`src/rtl/mos_pkg.sv`:
```
// Package for the median_of_sample_set block: sizes, item structs, cell opcodes.
// No dependencies; imported by mos_cell and median_of_sample_set.
package mos_pkg;

  localparam int MaxSamples  = 256;
  localparam int SampleWidth = 16;
  localparam int MedianWidth = SampleWidth + 1;
  localparam int CountWidth  = $clog2(MaxSamples + 1);
  localparam int SeekWidth   = $clog2(MaxSamples / 2 + 1);

  typedef struct packed {
    logic signed [SampleWidth-1:0] sample;
    logic                          last_sample;
  } in_item_t;

  typedef struct packed {
    logic signed [MedianWidth-1:0] median_doubled;
    logic [CountWidth-1:0]         sample_count;
    logic                          overflowed;
  } out_item_t;

  typedef enum logic [1:0] {
    CELL_HOLD,
    CELL_INSERT,
    CELL_SHIFT
  } cell_op_e;

endpackage

```
`src/rtl/mos_cell.sv`:
```
// One cell of the sorted chain: holds one sample and compares it to the incoming one.
// Depends on mos_pkg.
module mos_cell import mos_pkg::*; (
  input  logic                          clk_i,
  input  cell_op_e                      op_i,
  input  logic signed [SampleWidth-1:0] sample_i,
  input  logic                          occupied_i,
  input  logic signed [SampleWidth-1:0] left_val_i,
  input  logic                          left_gt_i,
  input  logic signed [SampleWidth-1:0] right_val_i,
  output logic signed [SampleWidth-1:0] val_o,
  output logic                          gt_o
);

  logic signed [SampleWidth-1:0] val_q, val_d;

  // empty cells act as +infinity
  assign gt_o  = !occupied_i || (val_q > sample_i);
  assign val_o = val_q;

  always_comb begin
    val_d = val_q;
    case (op_i)
      CELL_INSERT: begin
        if (left_gt_i) begin
          val_d = left_val_i;
        end else if (gt_o) begin
          val_d = sample_i;
        end
      end
      CELL_SHIFT: val_d = right_val_i;
      default:    val_d = val_q;
    endcase
  end

  always_ff @(posedge clk_i) begin
    val_q <= val_d;
  end

endmodule

```
`config.mk`:
```
export PLATFORM = sky130hd
export DESIGN_NAME = mos_cell
export DESIGN_NICKNAME = d
export VERILOG_FILES = /design/src/rtl/mos_pkg.sv /design/src/rtl/mos_cell.sv
export SDC_FILE = /design/constraint.sdc
export NUM_CORES = 1
export LEC_CHECK = 0
export BUFFER_PORTS_ARGS = -buffer_cell sky130_fd_sc_hd__buf_2
export CAP_MARGIN = 20
export CORE_MARGIN = 2
export CORE_UTILIZATION = 44
export DETAILED_ROUTE_END_ITERATION = 8
export PLACE_DENSITY = 0.82
export SYNTH_ARGS = -nofsm -noshare
export SYNTH_HDL_FRONTEND = slang
export SYNTH_SLANG_ARGS = --single-unit
```
`constraint.sdc`:
```
create_clock -name clk_i -period 3.4 [get_ports clk_i]
set_input_delay 0.34 -clock clk_i [delete_from_list [all_inputs] [get_ports clk_i]]
set_output_delay 0.34 -clock clk_i [all_outputs]
set_load 0.02 [all_outputs]
```
==> results by group <==
Timing
  • Clock Skews: about 0.0018 ns
  • RSZ-0062 raised after global routing: no
  • Max-slew headroom: about two thirds
  • Period utilisation layout: between 70% and 80%
  • Final TNS setup: 0 ns
  • Tmin final: ~2.7 ns
  • Slew @ Worst Pin: approximately 0.51 ns
  • Max Clk Rate: 0.370 GHz
  • WHS: 0.310 ns
  • Final Worst Setup Slack: ~0.69 ns
  • Final Hold Viols: 0
  • Setup violators final: 0
  • Max-slew violations: 0

CTS
  • Clock sink count: 16
  • Max clock buf depth: 2
  • Root Buffer: clkbuf_4
  • CTS Hold Bufs: 0
  • Cts bufs inserted: 3
  • CTS tree: built
  • Setup bufs post-CTS: 0
  • Post-CTS sizing: 0
  • H-tree Lvls: 1
  • Worst skew pair latency: 0.30 ns
  • Clock transition at path regs: ~0.1 ns

Floorplanning
  • Starting Density: about 46%
  • CORE AREA: between 2000 and 3000 sq um
  • Rows: 19
  • Die footprint: approximately 3300 sq um
  • Die X: about 58 um
  • I/O pin count: 70
  • Die height: around 58 um

Logic synthesis
  • Seq/Total Area, Yosys: a little under two fifths
  • Simple-gate area share of the yosys netlist: a little under an eighth
  • Synth top area share: between 30% and 40%
  • Largest family of logic cells by synthesized area: adder cells
  • Synth Area in XOR/XNOR: less than 1%
  • Syn Std Cell Area: between 1000 and 1500 sq um
  • Syn avg cell area: 9.67 sq um
  • Async SR Flop Fraction: 0%
  • Synth Area in Adders: ~16%
  • Complex-gate fraction of the synthesized area: ~15%
  • Unique masters post-synth: 25
  • Synth top cells by count: nand2_1, inv_1, o21ai_0
  • Synth area leader: edfxtp_1
  • Number of synthesized flops with an enable pin: 16
  • #FFs+latches synth: 16
  • Primary FF master, synth: edfxtp_1
  • Syn. warnings: 0
  • Cell with the most instances after synthesis: nand2_1
  • Synth Instances: between 100 and 150
  • Top post-synthesis cells by area: edfxtp_1, ha_1, mux2i_1, o21ai_0, nand2_1
  • Post-synthesis mux area share: about 13%
  • Post-Syn Nets: approximately 200

Place
  • Post-place setup slack: between 0.6 and 0.7 ns
  • Dpl hpwl: 2470 um
  • Port bufs: just under 70
  • Cell Area, Placed: ~1700 sq um
  • GP Congestion: about 0.7

Cells and area
  • # diodes: 0
  • Fill count: ~270
  • Max reg flops: 16
  • Area added between synthesis and finish: 31.9%
  • Final Instance Area: around 1700 sq um
  • Share of post-route cells with drive strength above 1: around two fifths
  • Nets: approximately 270
  • Util after Layout: between 60% and 70%

Flow run
  • Max-capacitance violation count: 0

Global routing
  • Total Routing Usage GR: a little under a fifth
  • Grt total ovfl: 0
  • Vias in the first global route: between 1000 and 1500
  • Initial antenna violation count: 0
  • First-pass GRT wire length: around 4600 um
  • Largest net degree at the start of global routing: 33

Pwr
  • Comb power frac: 36.6%
  • Clock power share: about a fifth
  • P_int: about 380 uW
  • Sequential Power Share: 44.7%
  • Leak: approximately 0.0009 uW
  • Switch Pwr: around 200 uW
  • Switching Fraction: between 30% and 40%
  • P per Cell Area: about 340 nW/um^2
  • Max VDD drop: approximately 240 uV

Drt
  • Vias: between 1000 and 1500
  • 1st-iter DRT viols: 18
  • Vias per inst: between 5 and 6
  • DR pass1 iterations: 3
  • Post-route ant nets: 0
  • DRC: 0
  • WL per Instance: ~13 um
  • Final WL: around 3000 um

Worst setup path
  • CP endpoint kind: flop
  • WP data arrival: 2.72 ns
  • Startpoint types: flop
  • Critical path peak fanout: 9
  • Critical path type: flop to flop
  • CP required: between 3 and 4 ns

Hold path
  • Hold crit path type: primary input to flop

Outcome
  • Status: complete, no violations
## final cells by class
class,instances,area (sq um),area share [%]
multi-input cells,93,709,42.2
flip-flops and latches,16,480,28.6
repair buffers,71,360,21.4
inverters,18,67.6,4.01
well taps,31,38.8,2.30
clock buffers,3,22.5,1.34
clock inverters,1,3.75,0.223
## cell families after synthesis
| logic type | after synthesis |
|---|---|
| buffers and inverters | 23 |
| AND/OR/NAND/NOR | 29 |
| multiplexers | 16 |
| XOR/XNOR | 1 |
| adder cells (fa/ha/maj) | 16 |
| AO/OA/AOI/OAI | 31 |
| flip-flops | 16 |
## power groups by stage
| stage | combinational (uW) | clock (uW) | sequential, uW |
|---|---|---|---|
| 2_1_floorplan | 104 | 0 | 292 |
| 3_3_place_gp | 209 | 0 | 264 |
| 3_5_place_dp | 214 | 0 | 264 |
| 4_1_cts | 215 | 111 | 260 |
| 5_1_grt | 236 | 121 | 262 |
| 6_report | 212 | 109 | 259 |
## routing by layer
metal  vias up  wire length (um)  global-route usage (%)
met5         -                 0                       0
met4         0                54                    7.97
met3         5               224                    4.91
met2        44              1460                    33.3
met1       523              1200                    20.1
li1        615                 -                       -
## metrics by stage
step	total power (uW)	instances
global route	619	233
global placement	472	229
CTS	586	233
finish	580	233
floorplan	396	132
detailed placement	478	229
## final timing paths
kind,slack [ns],startpoint,end,depth (start not counted)
setup / recovery,0.69,val_o[13],val_o[11],7
hold reg to reg,1.21,val_o[1],val_o[5],4
hold / removal,0.31,right_val_i[5],val_o[5],3
setup reg to reg,0.69,val_o[13],val_o[11],7
## cell usage in the layout (no fill, tap or decap)
master	netlist	layout
a211o_1	1	1
a211oi_1	1	1
a21o_1	2	2
a21oi_1	5	5
a31oi_1	2	2
a41oi_2	1	1
buf_2	2	69
buf_4	0	2
clkbuf_4	0	3
clkinv_1	0	1
edfxtp_1	16	16
ha_1	16	16
inv_1	18	18
mux2i_1	16	16
nand2_1	19	19
nand3_1	1	1
nand4_1	1	1
nand4_2	2	2
nor2_1	1	1
nor2b_2	0	1
nor3_1	2	2
nor4_2	1	1
o21ai_0	17	17
o21bai_1	1	1
o221a_2	1	1
or3b_1	1	1
xnor2_1	1	1
## critical path, stage by stage, from the launching register on
cell and delay [ns]:
edfxtp_1 0.41, ha_1 0.33, nand4_2 0.14, nor4_2 0.08, a211o_1 0.30, or3b_1 0.41, a41oi_2 0.47, buf_4 0.28
Note: power is estimated with default switching activity, not from simulation.
